**config.mk**
```make
export PLATFORM = sky130hd
export DESIGN_NAME = lzsr_ctrl
export DESIGN_NICKNAME = d
export VERILOG_FILES = /design/src/hw/rtl/lzsr_pkg.sv /design/src/hw/rtl/lzsr_ctrl.sv
export SDC_FILE = /design/constraint.sdc
export NUM_CORES = 1
export LEC_CHECK = 0
export ABC_CLOCK_PERIOD_IN_PS = 1200
export BUFFER_PORTS_ARGS = -buffer_cell sky130_fd_sc_hd__buf_4
export CAP_MARGIN = 20
export CORE_AREA = 8 8 45 47
export CTS_BUF_LIST = sky130_fd_sc_hd__clkbuf_16
export DETAILED_ROUTE_END_ITERATION = 8
export DIE_AREA = 0 0 53 55
export PLACE_DENSITY = 0.42
export SLEW_MARGIN = 20
export SYNTH_ARGS = -nofsm -noshare
export SYNTH_HDL_FRONTEND = slang
export SYNTH_SLANG_ARGS = --single-unit
```
**constraint.sdc**
```tcl
create_clock -name clk -period 1.2 [get_ports clk]
set_clock_uncertainty 0.05 [all_clocks]
set_input_delay 0.12 -clock clk [delete_from_list [all_inputs] [get_ports clk]]
set_output_delay 0.12 -clock clk [all_outputs]
set_load 0.1 [all_outputs]
```
**src/hw/rtl/lzsr_pkg.sv**
```systemverilog
// shared types and constants for the lzss ring decompressor
// request structs, controller state, command and status bundles
package lzsr_pkg;

  localparam int CNT_W = 29;
  localparam int LEN_W = 5;
  localparam logic [LEN_W-1:0] LEN_MIN = 5'd3;

  typedef struct packed {
    logic [7:0] in_byte;
    logic       in_last;
  } in_item_t;

  typedef struct packed {
    logic [7:0]       out_byte;
    logic             data_valid;
    logic             run_end;
    logic             stream_end;
    logic [CNT_W-1:0] total_count;
  } out_item_t;

  typedef enum logic [1:0] {
    PH_FLAG,
    PH_TOKEN,
    PH_REF_HI
  } phase_t;

  typedef enum logic [1:0] {
    TOK_FLAG,
    TOK_LIT,
    TOK_REF_LO,
    TOK_REF_HI
  } tok_t;

  typedef enum logic {
    ST_IDLE,
    ST_COPY
  } state_t;

  typedef struct packed {
    logic take;
    logic push_lit;
    logic start_copy;
    logic push_copy;
    logic push_mark;
    logic run_end;
    logic stream_end;
    logic clear;
  } dp_cmd_t;

  typedef struct packed {
    tok_t tok;
    logic in_last;
    logic room;
    logic copy_final;
    logic slot_free;
    logic last_r;
  } dp_stat_t;

endpackage

```
**src/hw/rtl/lzsr_ctrl.sv**
```systemverilog
// controller state machine for the lzss ring decompressor
// depends on lzsr_pkg; drives commands into lzsr_dp
module lzsr_ctrl
  import lzsr_pkg::*;
(
  input  logic     clk,
  input  logic     rst_n,
  input  logic     in_valid,
  output logic     in_ready,
  input  dp_stat_t stat,
  output dp_cmd_t  cmd
);

  state_t state_r, state_nxt;
  logic   acc;

  assign acc = in_valid && in_ready;

  always_comb begin
    state_nxt = state_r;
    unique case (state_r)
      ST_IDLE: begin
        if (acc && stat.tok == TOK_REF_HI && stat.room) begin
          state_nxt = ST_COPY;
        end
      end
      ST_COPY: begin
        if (stat.slot_free && stat.copy_final) begin
          state_nxt = ST_IDLE;
        end
      end
      default: state_nxt = ST_IDLE;
    endcase
  end

  always_comb begin
    cmd      = '0;
    in_ready = 1'b0;
    unique case (state_r)
      ST_IDLE: begin
        in_ready = stat.slot_free;
        if (acc) begin
          cmd.take = 1'b1;
          case (stat.tok) inside
            TOK_LIT: begin
              if (stat.room) begin
                cmd.push_lit   = 1'b1;
                cmd.run_end    = 1'b1;
                cmd.stream_end = stat.in_last;
              end else begin
                cmd.push_mark = stat.in_last;
              end
              cmd.clear = stat.in_last;
            end
            TOK_REF_HI: begin
              if (stat.room) begin
                cmd.start_copy = 1'b1;
              end else begin
                cmd.push_mark = stat.in_last;
                cmd.clear     = stat.in_last;
              end
            end
            TOK_FLAG, TOK_REF_LO: begin
              cmd.push_mark = stat.in_last;
              cmd.clear     = stat.in_last;
            end
            default: cmd.take = 1'b1;
          endcase
        end
      end
      ST_COPY: begin
        if (stat.slot_free) begin
          cmd.push_copy  = 1'b1;
          cmd.run_end    = stat.copy_final;
          cmd.stream_end = stat.copy_final && stat.last_r;
          cmd.clear      = stat.copy_final && stat.last_r;
        end
      end
      default: cmd = '0;
    endcase
  end

  always_ff @(posedge clk) begin
    if (!rst_n) begin
      state_r <= ST_IDLE;
    end else begin
      state_r <= state_nxt;
    end
  end

`ifndef SYNTH
  // a copy only runs while the limit leaves room
  assert property (@(posedge clk) disable iff (!rst_n)
    (state_r == ST_COPY) |-> stat.room)
    else $error("copy running with no room below the limit");

  // a stalled copy keeps its place
  assert property (@(posedge clk) disable iff (!rst_n)
    (state_r == ST_COPY && !stat.slot_free) |=> (state_r == ST_COPY))
    else $error("copy left while the output was stalled");
`endif

endmodule

```
* After elaboration in Yosys (flattened, before gate mapping)
Cells that the tools add are included.
** Cells by class
- Mux-type cells :: 23
- Reductions and logical operators :: 7
- Bitwise gates (word level) :: 1
- Eq/ne operators :: 3
** Operators with widths (count)
- two-way mux 1 bit :: 15
- two-way mux 3 bit :: 3
- one-hot mux 3 bit (2 select lines) :: 1
- logical AND 1 bit :: 5
- equality test 2 bit (second input constant) :: 2
- two-way mux 2 bit :: 2
- two-way mux 4 bit :: 1
- equality test 2 x 1 -> 1 bit (second input constant) :: 1
- logical NOT 2 bit :: 1
- one-hot mux 1 bit (2 select lines) :: 1
- OR reduction 2 bit :: 1
- NOT 1 bit :: 1
** Storage, ports and cells
- Register bits after elaboration :: 1
- Input bits :: 10
- Output and inout port bits :: 9
- Logic and storage cells :: 35

* Logic depth before layout (Yosys ltp)
- Depth in word-level cells :: 7
- Gate-level depth with buffers :: 2
- Gate-level depth less buffers :: 2

* Worst setup path after synthesis
Ideal clock, no wire load.
- Path type :: reg-to-output
- Start point :: reg state_r
- End point :: out cmd[2] in the netlist's numbering
- Required time :: 1.030 ns
- Arrival :: 2.688 ns
- Stages on the path, launching flop included :: 3
- Buffers on the path :: 0
- Setup slack :: -1.658 ns
- Path through :: dfxtp_1 -> nand4b_4 -> o21ai_0
** RTL lines
- start: declaration :: line lzsr_ctrl.sv:14 : state_t state_r, state_nxt;
- start signal: assignment :: line lzsr_ctrl.sv:87 : state_r <= state_nxt;
- end: declaration :: line lzsr_ctrl.sv:11 : output dp_cmd_t cmd

==> flow_summary.yaml <==
timing:
  hold_violations: 0
  setup_ws_ns: -0.0562
  rsz0062_at_grt: "yes"
  post-route-period-util: 1.05
  tightest_slew_ns: 0.270
  slew_headroom: 0.820
  setup_viol: 5
  maxSlewViolCount: 0
  fmax_ghz: 0.796
  fin_crit_ns: 1.26
logic_synthesis:
  synth-seq-cells: 1
  ys_warn_count: 0
  synth_area_um2: 164
  seq_area_frac_synth: 0.122
  synth_area_leaders: "nand4b_4 15%, dfxtp_1 12%, o41ai_2 9.9%"
  yosys.area.top_type: "nand4b_4"
  synth_cells: 21
  syn_avg_cell_area_um2: 7.81
  synth_fp_nets: 31
  yosys.area.top_type_share: 0.145
  synth_cell_type_count: 18
job:
  cap_violations: 0
placed_design:
  placedCellCount: 60
  place_congestion: 0.693
  io_buffer_count: 18
  placed_cell_area_um2: 410
  dp.final_hpwl_um: 703
power:
  power.total_w: 0.000212
  power.density_cell_area_nw_per_um2: 434
  vdd.ir_drop.worst_mv: 0.218
  power_leakage_nw: 0.223
detailed_routing:
  drtIter0Drc: 1
  drc: 0
  vias_per_cell: 4.25
  wl_um: 804
  ant_nets: 0
  vias: 255
  drtPass1Iterations: 3
  wl_per_cell_um: 13.4
clocking:
  cts.clk_slew.worst_paths_ns: 0
  insertion_delay_ns: 0
  cts_hold_buf: 0
cells_and_area:
  area_growth_syn_to_layout_pct: 198
  num_antenna_cells: 0
  layout-drive-gt1-share: 0.773
  post-route-cell-area_um2: 488
  multi_input_area_um2: 203
  final_cell_count_no_fill: 60
  regMostFlops: "state_r"
  top_regs: "state_r: 1 flops"
  register_area_um2: 23.8
  fillers: 146
  largest_register_ffs: 1
  nets: 56
grt:
  antenna_found_initial: 0
  grt_max_degree: 8
  grt_pass1_vias: 276
  grt_usage: 0.0551
  grt_pass1_wl_um: 1300
  overflow: 0
hold_path:
  min_path_cells: 2
  hold_class: "input port to register"
setup_path:
  r2r_cells: 3
  critPathCaptureType: "output port"
  cp_max_fo: 7
  crit_type: "register to output port"
  path_cells: "nand4b_1 > o21ai_4 > buf_12"
  cp_slowest_cell: "dfxtp_4"
  worstPathArrival_ns: 1.09
  worst_setup_path_start_kind: "register"
  required_ns: 1.03
  slowest_delay_ns: 0.35
floorplan:
  die_w_um: 53
  fp.coreArea_um2: 1380
  die_h_um: 55
  start_util: 0.118
  fp-row-count: 14
  die_area_um2: 2920
  io-pin-count: 19
run_status:
  violations: "negative setup slack"
  status: "finished, violations left"
## area by class of cell
cell class / instances / area share
Inverter: 1 / 0.00769
Multi-Input combinational cell: 19 / 0.415
Timing Repair Buffer: 23 / 0.487
Tap cell: 16 / 0.0410
Sequential cell: 1 / 0.0487
## per-stage QoR
step | hold slack (ns) | setup TNS [ns] | setup WS [ns] | utilization
floorplan | 0.187 | -2.51 | -0.626 | -
global placement | 0.282 | -0.412 | -0.125 | 0.297
detailed placement | 0.290 | -0.518 | -0.122 | 0.297
CTS | 0.290 | -0.154 | -0.0505 | 0.345
global route | 0.295 | -0.425 | -0.120 | 0.353
finish | 0.288 | -0.143 | -0.0562 | 0.353
## power by group
group          internal [W]  total (W)  switching [W]
logic             0.0000663   0.000178       0.000112
clock network             0          0              0
registers         0.0000328  0.0000340     0.00000123
total             0.0000990   0.000212       0.000113
## synthesized netlist by cell type
library cell,count
and2_2,1
nand4_1,1
dfxtp_1,1
nand4b_4,1
o41ai_2,1
nor2b_1,1
nand2b_1,1
o2bb2ai_1,1
nand3_1,2
a21oi_1,1
inv_1,1
nand4b_1,1
nand2_1,1
a21boi_0,1
nor2_1,2
and3_1,1
and2_1,1
o21ai_0,2
## kinds of logic after synthesis
logic type,after synthesis,synth area share
flops,1,0.122
compound gates,6,0.290
simple gates,13,0.565
buf+inv,1,0.0229
## placed cells by master (no fill, tap or decap), types with 2 or more instances in the layout
master / count
buf_12: 4
nand3_1: 2
nor2_4: 2
buf_4: 16
buf_6: 2
## timing repair
action | CTS | global route
setup endpoints to repair | 6 | 7
buffers inserted | 0 | 0
resized for setup | 16 | 3
## path summary, 6_finish.rpt
check	slack, ns	start	to
min	0.29	rst_n	state_r
max reg2reg	0.22	state_r	state_r
min reg2reg	0.59	state_r	state_r
max	-0.06	state_r	cmd[0]
## worst max-delay path: cells and delay by family (launching register included)
| kind | cells | cell delay [ns] |
|---|---|---|
| buf+inv | 1 | 0.19 |
| compound gates | 1 | 0.24 |
| simple gates | 1 | 0.31 |
| flops | 1 | 0.35 |
## per-layer routing
layer / share of wire / global-route usage / vias to the layer above
li1: - / - / 127
met1: 0.37 / 0.0651 / 113
met2: 0.46 / 0.0977 / 15
met3: 0.17 / 0.0214 / 0
met4: 0 / 0 / 0
met5: 0 / 0 / -
Note: power is estimated with default switching activity, not from simulation.
